[src/hw/rtl/tpfm_pkg.sv]
// Shared types, codes and field layouts of the tank pressure fault monitor.
package tpfm_pkg;

  localparam int unsigned PressW   = 16;
  localparam int unsigned NumPress = 4;
  localparam int unsigned NumOver  = 3;
  localparam int unsigned NumRemote = 3;
  localparam int unsigned InDataW  = 72;
  localparam int unsigned OutDataW = 32;
  localparam int unsigned CfgAddrW = 4;
  localparam int unsigned CfgDataW = 32;

  localparam logic signed [PressW-1:0] DisconnectLevelRst = 16'sd0;
  localparam logic signed [PressW-1:0] CriticalLevelRst   = 16'sd6000;
  localparam logic signed [PressW-1:0] HalfAbortLevelRst  = 16'sd5000;

  // Register indexes (paddr[3:2])
  localparam logic [1:0] RegDisconnectLevel = 2'd0;
  localparam logic [1:0] RegCriticalLevel   = 2'd1;
  localparam logic [1:0] RegHalfAbortLevel  = 2'd2;

  // Mode codes
  localparam logic [1:0] ModeIdle       = 2'd0;
  localparam logic [1:0] ModeControlled = 2'd1;
  localparam logic [1:0] ModeOther      = 2'd2;

  typedef enum logic [1:0] {
    CmdNone      = 2'd0,
    CmdShutdown  = 2'd1,
    CmdHalfAbort = 2'd2
  } command_e;

  typedef struct packed {
    logic [NumRemote-1:0] nores;
    logic [NumOver-1:0]   ha;
    logic [NumOver-1:0]   crit;
    logic [NumPress-1:0]  disc;
  } flags_t;

  typedef struct packed {
    logic [1:0]  noresponse_count;
    logic [2:0]  disconnect_count;
    command_e    command;
    logic        half_abort_latched;
    logic        critical_latched;
    logic [16:0] fault_flags;
  } result_t;

endpackage

[src/hw/rtl/tpfm_lane.sv]
// One threshold lane: compares a pressure with a level and updates its flag.
module tpfm_lane (
  input  logic signed [tpfm_pkg::PressW-1:0] value_i,
  input  logic signed [tpfm_pkg::PressW-1:0] level_i,
  input  logic                               above_i,
  input  logic                               flag_i,
  output logic                               flag_o
);

  logic over;
  logic under;
  logic bad;
  logic good;

  assign over  = value_i > level_i;
  assign under = value_i < level_i;
  assign bad   = above_i ? over : under;
  assign good  = above_i ? under : over;

  always_comb begin
    if (bad) begin
      flag_o = 1'b1;
    end else if (good) begin
      flag_o = 1'b0;
    end else begin
      flag_o = flag_i;
    end
  end

endmodule

[src/hw/rtl/tpfm_merge.sv]
// Merge stage: summary flags, counts, sticky latches and command.
module tpfm_merge (
  input  tpfm_pkg::flags_t  flags_i,
  input  logic              crit_latch_i,
  input  logic              ha_latch_i,
  input  logic [1:0]        mode_i,
  output tpfm_pkg::result_t result_o
);

  logic [3:0] summary;
  logic [2:0] disc_cnt;
  logic [1:0] nores_cnt;
  logic       crit_latch;
  logic       ha_latch;

  assign summary[0] = flags_i.disc[0] | flags_i.crit[0] | flags_i.ha[0];
  assign summary[1] = flags_i.disc[1] | flags_i.nores[0];
  assign summary[2] = flags_i.disc[2] | flags_i.crit[1] | flags_i.ha[1] | flags_i.nores[1];
  assign summary[3] = flags_i.disc[3] | flags_i.crit[2] | flags_i.ha[2] | flags_i.nores[2];

  assign disc_cnt = {2'b0, flags_i.disc[0]} + {2'b0, flags_i.disc[1]}
                  + {2'b0, flags_i.disc[2]} + {2'b0, flags_i.disc[3]};
  assign nores_cnt = {1'b0, flags_i.nores[0]} + {1'b0, flags_i.nores[1]}
                   + {1'b0, flags_i.nores[2]};

  assign crit_latch = crit_latch_i | (|flags_i.crit);
  assign ha_latch   = ha_latch_i | (|flags_i.ha) | (disc_cnt > 3'd2) | (nores_cnt == 2'd3);

  always_comb begin
    result_o.fault_flags        = {summary, flags_i.nores, flags_i.ha, flags_i.crit,
                                   flags_i.disc};
    result_o.critical_latched   = crit_latch;
    result_o.half_abort_latched = ha_latch;
    result_o.disconnect_count   = disc_cnt;
    result_o.noresponse_count   = nores_cnt;
    if (crit_latch) begin
      result_o.command = (mode_i != tpfm_pkg::ModeIdle) ? tpfm_pkg::CmdShutdown
                                                          : tpfm_pkg::CmdNone;
    end else if (ha_latch && mode_i == tpfm_pkg::ModeControlled) begin
      result_o.command = tpfm_pkg::CmdHalfAbort;
    end else begin
      result_o.command = tpfm_pkg::CmdNone;
    end
  end

endmodule

[src/hw/rtl/tank_pressure_fault_monitor.sv]
// Tank pressure fault monitor top level: APB registers, lanes, merge, output buffer.
//
//  channel  dir  handshake               payload
//  s_axis   in   s_axis_tvalid/tready    s_axis_tdata[71:0]
//  m_axis   out  m_axis_tvalid/tready    m_axis_tdata[31:0]
//  apb      in   psel/penable/pready     paddr[3:0], pwdata/prdata[31:0]
//
// One tick per cycle while the output buffer has room; each result is registered into the buffer.
// Lanes and merge are a single combinational level in front of the state flops.
// A two-entry output buffer keeps input ready while one result waits downstream.
// Reset clears all flags, latches and the buffer; levels return to defaults.
module tank_pressure_fault_monitor (
  input  logic                                  clk_i,
  input  logic                                  rst_ni,
  input  logic                                  s_axis_tvalid,
  output logic                                  s_axis_tready,
  // [15:0] local_fuel_p, [31:16] remote_n2_p, [47:32] remote_fuel_p,
  // [63:48] remote_ox_p, [64] polling_active, [65] n2_responded,
  // [66] fuel_responded, [67] ox_responded, [69:68] mode, [71:70] zero
  input  logic [tpfm_pkg::InDataW-1:0]          s_axis_tdata,
  output logic                                  m_axis_tvalid,
  input  logic                                  m_axis_tready,
  // [16:0] fault_flags, [17] critical_latched, [18] half_abort_latched,
  // [20:19] command, [23:21] disconnect_count, [25:24] noresponse_count,
  // [31:26] zero
  output logic [tpfm_pkg::OutDataW-1:0]         m_axis_tdata,
  input  logic                                  psel,
  input  logic                                  penable,
  input  logic                                  pwrite,
  input  logic [tpfm_pkg::CfgAddrW-1:0]         paddr,
  input  logic [tpfm_pkg::CfgDataW-1:0]         pwdata,
  output logic [tpfm_pkg::CfgDataW-1:0]         prdata,
  output logic                                  pready
);

  // Configuration registers
  logic signed [tpfm_pkg::PressW-1:0] disc_level_q;
  logic signed [tpfm_pkg::PressW-1:0] crit_level_q;
  logic signed [tpfm_pkg::PressW-1:0] ha_level_q;
  logic                               cfg_we;
  logic [1:0]                         cfg_idx;

  assign pready  = 1'b1;
  assign cfg_idx = paddr[3:2];
  assign cfg_we  = psel & penable & pwrite & pready;

  always_ff @(posedge clk_i or negedge rst_ni) begin
    if (!rst_ni) begin
      disc_level_q <= tpfm_pkg::DisconnectLevelRst;
      crit_level_q <= tpfm_pkg::CriticalLevelRst;
      ha_level_q   <= tpfm_pkg::HalfAbortLevelRst;
    end else if (cfg_we) begin
      unique case (cfg_idx)
        tpfm_pkg::RegDisconnectLevel: disc_level_q <= pwdata[tpfm_pkg::PressW-1:0];
        tpfm_pkg::RegCriticalLevel:   crit_level_q <= pwdata[tpfm_pkg::PressW-1:0];
        tpfm_pkg::RegHalfAbortLevel:  ha_level_q   <= pwdata[tpfm_pkg::PressW-1:0];
        default: ;
      endcase
    end
  end

  always_comb begin
    unique case (cfg_idx)
      tpfm_pkg::RegDisconnectLevel: prdata = {16'b0, disc_level_q};
      tpfm_pkg::RegCriticalLevel:   prdata = {16'b0, crit_level_q};
      tpfm_pkg::RegHalfAbortLevel:  prdata = {16'b0, ha_level_q};
      default:                      prdata = '0;
    endcase
  end

  // Input unpacking
  logic signed [tpfm_pkg::PressW-1:0] press [tpfm_pkg::NumPress];
  logic signed [tpfm_pkg::PressW-1:0] over_press [tpfm_pkg::NumOver];
  logic                               polling;
  logic [tpfm_pkg::NumRemote-1:0]     responded;
  logic [1:0]                         mode;
  logic                               in_xfer;

  assign press[0]      = s_axis_tdata[15:0];
  assign press[1]      = s_axis_tdata[31:16];
  assign press[2]      = s_axis_tdata[47:32];
  assign press[3]      = s_axis_tdata[63:48];
  assign over_press[0] = press[0];
  assign over_press[1] = press[2];
  assign over_press[2] = press[3];
  assign polling       = s_axis_tdata[64];
  assign responded     = s_axis_tdata[67:65];
  assign mode          = s_axis_tdata[69:68];
  assign in_xfer       = s_axis_tvalid & s_axis_tready;

  // Flag state
  tpfm_pkg::flags_t flags_q;
  tpfm_pkg::flags_t flags_d;
  logic             crit_latch_q;
  logic             ha_latch_q;
  tpfm_pkg::result_t res;

  for (genvar g = 0; g < tpfm_pkg::NumPress; g++) begin : g_disc
    tpfm_lane u_disc_lane (
      .value_i (press[g]),
      .level_i (disc_level_q),
      .above_i (1'b0),
      .flag_i  (flags_q.disc[g]),
      .flag_o  (flags_d.disc[g])
    );
  end

  for (genvar g = 0; g < tpfm_pkg::NumOver; g++) begin : g_over
    tpfm_lane u_crit_lane (
      .value_i (over_press[g]),
      .level_i (crit_level_q),
      .above_i (1'b1),
      .flag_i  (flags_q.crit[g]),
      .flag_o  (flags_d.crit[g])
    );
    tpfm_lane u_ha_lane (
      .value_i (over_press[g]),
      .level_i (ha_level_q),
      .above_i (1'b1),
      .flag_i  (flags_q.ha[g]),
      .flag_o  (flags_d.ha[g])
    );
  end

  assign flags_d.nores = polling ? ~responded : flags_q.nores;

  tpfm_merge u_merge (
    .flags_i      (flags_d),
    .crit_latch_i (crit_latch_q),
    .ha_latch_i   (ha_latch_q),
    .mode_i       (mode),
    .result_o     (res)
  );

  always_ff @(posedge clk_i or negedge rst_ni) begin
    if (!rst_ni) begin
      flags_q      <= '0;
      crit_latch_q <= 1'b0;
      ha_latch_q   <= 1'b0;
    end else if (in_xfer) begin
      flags_q      <= flags_d;
      crit_latch_q <= res.critical_latched;
      ha_latch_q   <= res.half_abort_latched;
    end
  end

  // Two-entry output buffer
  tpfm_pkg::result_t head_q;
  tpfm_pkg::result_t tail_q;
  logic [1:0]        count_q;
  logic              out_xfer;

  assign s_axis_tready = (count_q != 2'd2);
  assign m_axis_tvalid = (count_q != 2'd0);
  assign m_axis_tdata  = {6'b0, head_q};
  assign out_xfer      = m_axis_tvalid & m_axis_tready;

  always_ff @(posedge clk_i or negedge rst_ni) begin
    if (!rst_ni) begin
      count_q <= 2'd0;
    end else if (in_xfer && !out_xfer) begin
      count_q <= count_q + 2'd1;
    end else if (out_xfer && !in_xfer) begin
      count_q <= count_q - 2'd1;
    end
  end

  always_ff @(posedge clk_i) begin
    if (in_xfer && out_xfer) begin
      if (count_q == 2'd1) begin
        head_q <= res;
      end else begin
        head_q <= tail_q;
        tail_q <= res;
      end
    end else if (out_xfer) begin
      head_q <= tail_q;
    end else if (in_xfer) begin
      if (count_q == 2'd0) begin
        head_q <= res;
      end else begin
        tail_q <= res;
      end
    end
  end

  // Checks
  a_crit_sticky: assert property (@(posedge clk_i) disable iff (!rst_ni)
    crit_latch_q |=> crit_latch_q)
    else $error("critical latch cleared");

  a_ha_sticky: assert property (@(posedge clk_i) disable iff (!rst_ni)
    ha_latch_q |=> ha_latch_q)
    else $error("half-abort latch cleared");

  a_cmd_priority: assert property (@(posedge clk_i) disable iff (!rst_ni)
    m_axis_tvalid && head_q.critical_latched |-> head_q.command != tpfm_pkg::CmdHalfAbort)
    else $error("half-abort command while critical latched");

  a_ha_flag_latch: assert property (@(posedge clk_i) disable iff (!rst_ni)
    m_axis_tvalid && (head_q.fault_flags[9:7] != 3'b0) |-> head_q.half_abort_latched)
    else $error("half-abort flag without latch");

  a_buffer_full: assert property (@(posedge clk_i) disable iff (!rst_ni)
    count_q == 2'd2 && !out_xfer |=> count_q == 2'd2 && $stable(head_q))
    else $error("full output buffer lost or changed an entry");

endmodule
[config.mk]
export PLATFORM = sky130hd
export DESIGN_NAME = tank_pressure_fault_monitor
export DESIGN_NICKNAME = d
export VERILOG_FILES = /design/src/hw/rtl/tpfm_pkg.sv /design/src/hw/rtl/tpfm_lane.sv /design/src/hw/rtl/tpfm_merge.sv /design/src/hw/rtl/tank_pressure_fault_monitor.sv
export SDC_FILE = /design/constraint.sdc
export NUM_CORES = 1
export LEC_CHECK = 0
export ABC_AREA = 0
export BUFFER_PORTS_ARGS = -buffer_cell sky130_fd_sc_hd__buf_2
export CORE_MARGIN = 2
export CORE_UTILIZATION = 25
export CTS_CLUSTER_DIAMETER = 80
export DETAILED_ROUTE_END_ITERATION = 8
export PLACE_DENSITY_LB_ADDON = 0.2
export SYNTH_ARGS = -nofsm -noshare
export SYNTH_HDL_FRONTEND = slang
export SYNTH_SLANG_ARGS = --single-unit
export TNS_END_PERCENT = 50
[constraint.sdc]
create_clock -name clk_i -period 4.5 [get_ports clk_i]
set_clock_uncertainty 0.15 [all_clocks]
set_input_delay 0.225 -clock clk_i [delete_from_list [all_inputs] [get_ports clk_i]]
set_output_delay 0.225 -clock clk_i [all_outputs]
set_load 0.05 [all_outputs]
Yosys cells after proc, flatten, opt, wreduce, memory -nomap -nowiden
Cells that the tools add are included.

word-level totals
  flip-flop bits (word level) = 117
  output and inout port bits = 67

operators by class
  add/sub/neg operators = 7
  magnitude comparators = 21
  equality and inequality tests = 9
  mux-type cells = 37
  bitwise logic cells = 18
  reduce and logical (&&, ||, !) cells = 21

operators with widths
  operator              count
  $mux W26              10
  $gt A16 B16 Y1        10
  $lt A16 B16 Y1        10
  $pmux W16 S3          1
  $mux W1               21
  $or A1 B1 Y1          13
  $mux W2               4
  $reduce_and A2 Y1     4
  $reduce_bool A2 Y1    4
  $add A3 B1 Y3         2
  $eq A2 B1 Y1 const B  3
  $ne A2 B2 Y1 const B  3
  $reduce_bool A3 Y1    2
  $reduce_or A3 Y1      2
  $add A1 B1 Y2         2
  $and A1 B1 Y1         4
  $eq A2 B2 Y1 const B  2
  $logic_and A1 B1 Y1   4
  $logic_not A2 Y1      2
  $reduce_and A4 Y1     1
  $gt A3 B2 Y1 const B  1
  $mux W3               1
  $not A3 Y3            1
  $add A2 B1 Y2         1
  other kinds (4)       5

Logic depth before layout (Yosys ltp)
  depth in word-level cells = 16
  gate-level depth with buffers = 18

By module
A second synthesis with hierarchy kept.

unflattened totals
  cell total of the unflattened synthesis = 1,042
  area, all modules = 10,203.5 µm²

by module, submodules not included
  module                                  times used  cells an instance  area each (µm²)  seq. area each (µm²)
  tank_pressure_fault_monitor             1           349                5,054.8          3,203.1
  tpfm_lane at g_disc[1].u_disc_lane ...  9           66                 485.5            0.0
  tpfm_lane at g_disc[0].u_disc_lane      1           56                 444.2            0.0
  tpfm_merge                              1           43                 335.3            0.0

Worst setup path after synthesis
OpenSTA, ideal clock, no wires.

  kind = flip-flop to flip-flop
  from = register disc_level_q[5] in the netlist's numbering
  to = register head_q (netlist bit m_axis_tdata[20]) (data pin)
  arrival time = 4.040 ns
  data required time = 4.202 ns
  setup slack = 0.162 ns
  cell stages (with the launch flop) = 19
  path buffers = 0
  period minus slack after synthesis = 4.338 ns
  cell sequence = dfrtp_1 > inv_1 > ha_1 > a21o_1 > a21oi_1 > or3b_2 > a31o_2 > and4_1 > a211oi_1 > inv_1 > ha_1 > fa_1 > inv_1 > ha_1 > nor3b_1 > o21ai_0 > nor4b_2 > or4b_1 > o21ai_1

RTL lines
  what                    RTL line                            source
  from (decl)             tank_pressure_fault_monitor.sv:37   logic signed [tpfm_pkg::PressW-1:0] disc_level_q;
  from (signal assigned)  tank_pressure_fault_monitor.sv:49   disc_level_q <= tpfm_pkg::DisconnectLevelRst;
  from (signal assigned)  tank_pressure_fault_monitor.sv:54   tpfm_pkg::RegDisconnectLevel: disc_level_q <= pwdata[tpfm_pkg::PressW-1:0];
  to (signal assigned)    tank_pressure_fault_monitor.sv:171  head_q <= res;
  to (signal assigned)    tank_pressure_fault_monitor.sv:173  head_q <= tail_q;
  to (signal assigned)    tank_pressure_fault_monitor.sv:177  head_q <= tail_q;
  to (decl)               tank_pressure_fault_monitor.sv:148  tpfm_pkg::result_t head_q;

==> run metrics <==
worst reg-to-reg setup slack about 0.14 ns; Synth warnings 0; crit path max-delay cell type or4b_1; DRT iter0 DRCs 371; hold path depth 2; Primary FF master, synth dfrtp_1; largest net degree at the start of global routing 35; GR Overflow Total 0; DP HPWL roughly 23000 um; GRT Util Overall 15.9%; clock share of power ~25%; Worst VDD drop 274 uV; Switch Pwr 0.00248 W; Multi-input gate area between 0.005 and 0.006 mm^2; slowest stage delay, CP slightly above 0.5 ns; Seq. cell area 0.00320 mm^2; Setup Buffers After CTS 0; drt drc 0; leakage 5.20 nW; worst-path fanout max 4; status finished clean; Die Area between 0.03 and 0.04 mm^2; Switching Fraction about two fifths; clock sinks 117; Mapped Cells just under 900; type of element launching the critical path register; measured slew at the worst slew-check pin 1.03 ns; routed len/inst about 18 um; # nets final between 1k and 1.5k; vias per cell approximately 4.6; number of synthesized register bits ~120; Chip Height 191 um; most frequent cell after synthesis ha_1; Hold WS just over 0.06 ns; starting density of the core around 25%; synth cell count leaders 168 x ha_1, 106 x nand2_1, 85 x o21ai_0, 79 x inv_1, 62 x a21oi_1; Crit. End Element register; Total Routed Length roughly 28000 um; CTS tree done; layout cells sized above 1 25.9%; Synth cell types a little under 60; I/O Buffers roughly 140; final worst path period need 4.36 ns; hold_sp s_axis_tdata[68]; initial antenna violation count 4; worst reg-to-reg path cell count 19; WP buf/inv 4; post-synth top area share 24.0%; Reg2Reg Launch Point disc_level_q[5]$_DFFE_PN0P_; delay-heaviest family, CP simple AND/OR/NAND/NOR gates; worst reg2reg path endpoint m_axis_tdata[20]$_DFFE_PP_; ys async rst share a little under three fifths; vias in the first global route approximately 7.5k; die width 191 um; Max H-tree Level 4; Comb pwr share a little under half; Filler cells roughly 3.7k; Area contributors post-synth ha_1 24%, edfxtp_1 18%, dfrtp_1 15%; period utilisation layout between 90 and 100%; P per Cell Area around 530 mW/mm^2; Mapped Area between 0.008 and 0.009 mm^2; critical path data required time approximately 4.6 ns; total of max-cap violations 0; GPL Wtd Cong 0.887; Worst-path clk slew around 0.070 ns; CP arrival around 4.5 ns; hold endpoint tail_q[20]$_DFFE_PP_; Area growth syn-to-layout 27.7%; setup TNS 0 ns; PnR Total Power ~0.006 W; core area between 0.03 and 0.04 mm^2; Syn Area/Cell ~9.9 um^2; worst skew pair latency roughly 0.43 ns; Antenna Nets Post-Route 0; CTS buffer count 17; part of the power in registers ~29%; total number of vias slightly above 7k; final instance area 0.0112 mm^2; Top Ports 182; FMAX ~230 MHz; Hold WC Path Type primary input to register; Final Setup Violations 0; Rows roughly 70; Slew headroom a little under a third; dpl cell area a little over 0.01 mm^2; clock root cell clkbuf_16; cell taking the most area after synthesis ha_1; router iterations before antenna repair 6; first-pass GRT wire length roughly 43000 um; critical path cell sequence inv_2 -> ha_4 -> a21o_1 -> a21oi_1 -> or3b_4 -> a31o_4 -> and4_1 -> a211oi_2 -> buf_4 -> inv_1 -> ha_4 -> fa_2 -> inv_1 -> ha_1 -> nor3b_1 -> o21ai_1 -> nor4b_2 -> or4b_1 -> o21ai_1; Max clock buf depth 2; register area share after synthesis a little over a third; Internal between 0.003 and 0.004 W; Finished Core Util 32.4%; number of flops mapped to enable cells by yosys 52; max-slew violations 0; Crit Path Class register to register; Fin. Hold Viols 0
==> how the worst max path moves through the flow <==
stage | from | slack [ns] | to | cells after the start
floorplan | disc_level_q[5]$_DFFE_PN0P_ | 0.16 | m_axis_tdata[20]$_DFFE_PP_ | 18
global route | disc_level_q[5]$_DFFE_PN0P_ | -0.003 | m_axis_tdata[20]$_DFFE_PP_ | 19
detailed placement | disc_level_q[5]$_DFFE_PN0P_ | -0.19 | m_axis_tdata[20]$_DFFE_PP_ | 19
CTS | disc_level_q[5]$_DFFE_PN0P_ | 0.04 | m_axis_tdata[20]$_DFFE_PP_ | 18
finish | disc_level_q[5]$_DFFE_PN0P_ | 0.14 | m_axis_tdata[20]$_DFFE_PP_ | 19
global placement | disc_level_q[5]$_DFFE_PN0P_ | -0.15 | m_axis_tdata[20]$_DFFE_PP_ | 19
==> layout by cell type, fill, tap and decap left out, types with 21 or more instances in the layout <==
| cell type | instances |
|---|---|
| edfxtp_1 | 52 |
| mux2_2 | 30 |
| a21oi_1 | 61 |
| buf_4 | 44 |
| a21o_1 | 25 |
| dlygate4sd3_1 | 21 |
| inv_1 | 75 |
| conb_1 | 23 |
| o21ai_0 | 83 |
| ha_1 | 164 |
| buf_2 | 138 |
| nand4_1 | 27 |
| dfrtp_1 | 53 |
| nand2_1 | 106 |
==> layout make-up <==
| type | instances | area share [%] |
|---|---|---|
| Tap cell | 455 | 5.09 |
| Inverter | 79 | 2.65 |
| Sequential cell | 117 | 28.6 |
| Timing Repair Buffer | 203 | 11.0 |
| Clock inverter | 15 | 1.94 |
| Clock buffer | 17 | 3.80 |
| Antenna cell | 3 | 0.0671 |
| Multi-Input combinational cell | 672 | 46.8 |
==> power by group through the flow <==
| stage | clock network [W] | registers [W] | logic, W |
|---|---|---|---|
| after floorplan | 0 | 0.00210 | 0.00147 |
| after global placement | 0 | 0.00177 | 0.00265 |
| after detailed placement | 0 | 0.00178 | 0.00267 |
| after CTS | 0.00156 | 0.00176 | 0.00272 |
| after global routing | 0.00160 | 0.00180 | 0.00303 |
| final | 0.00152 | 0.00175 | 0.00271 |
==> sequential cells by signal, indices dropped and copies added, names as in the netlist <==
| name | flops |
|---|---|
| crit_latch_q | 1 |
| count_q | 2 |
| ha_level_q | 16 |
| flags_q | 13 |
| m_axis_tdata | 26 |
| disc_level_q | 16 |
| crit_level_q | 16 |
| ha_latch_q | 1 |
| tail_q | 26 |
==> cells by family (layout without fill, tap and decap cells) <==
kind of cell / Yosys count / after routing / synth area share, %
flip-flops: 117 / 117 / 36.6
XOR/XNOR: 3 / 3 / 0.300
other: 2 / 26 / 0.0857
AO/OA/AOI/OAI: 214 / 214 / 14.5
adder cells (fa/ha/maj): 170 / 170 / 24.5
multiplexers: 49 / 49 / 6.03
AND/OR/NAND/NOR: 213 / 213 / 11.9
buffers and inverters: 121 / 314 / 6.17
==> timing repair <==
action                     CTS  global route
hold buffers                21             0
resized for setup           11            10
pin swaps                    3             4
setup endpoints to repair    5             5
hold endpoints to repair    80             0
==> per-stage QoR <==
step	setup WS, ns	instances
floorplan	0.162	910
global placement	-0.152	1505
detailed placement	-0.188	1505
CTS	0.0419	1558
global route	-0.00293	1559
finish	0.140	1561
==> layer usage <==
metal / global-route usage (%) / vias to the layer above / part of all wire [%]
met5: 0 / - / 0.093
met4: 5.44 / 4 / 2.4
met3: 3.21 / 33 / 3.7
met2: 25.7 / 131 / 46
met1: 21.1 / 3363 / 48
li1: - / 3597 / -
No activity file was read; power rests on OpenSTA's default activity.
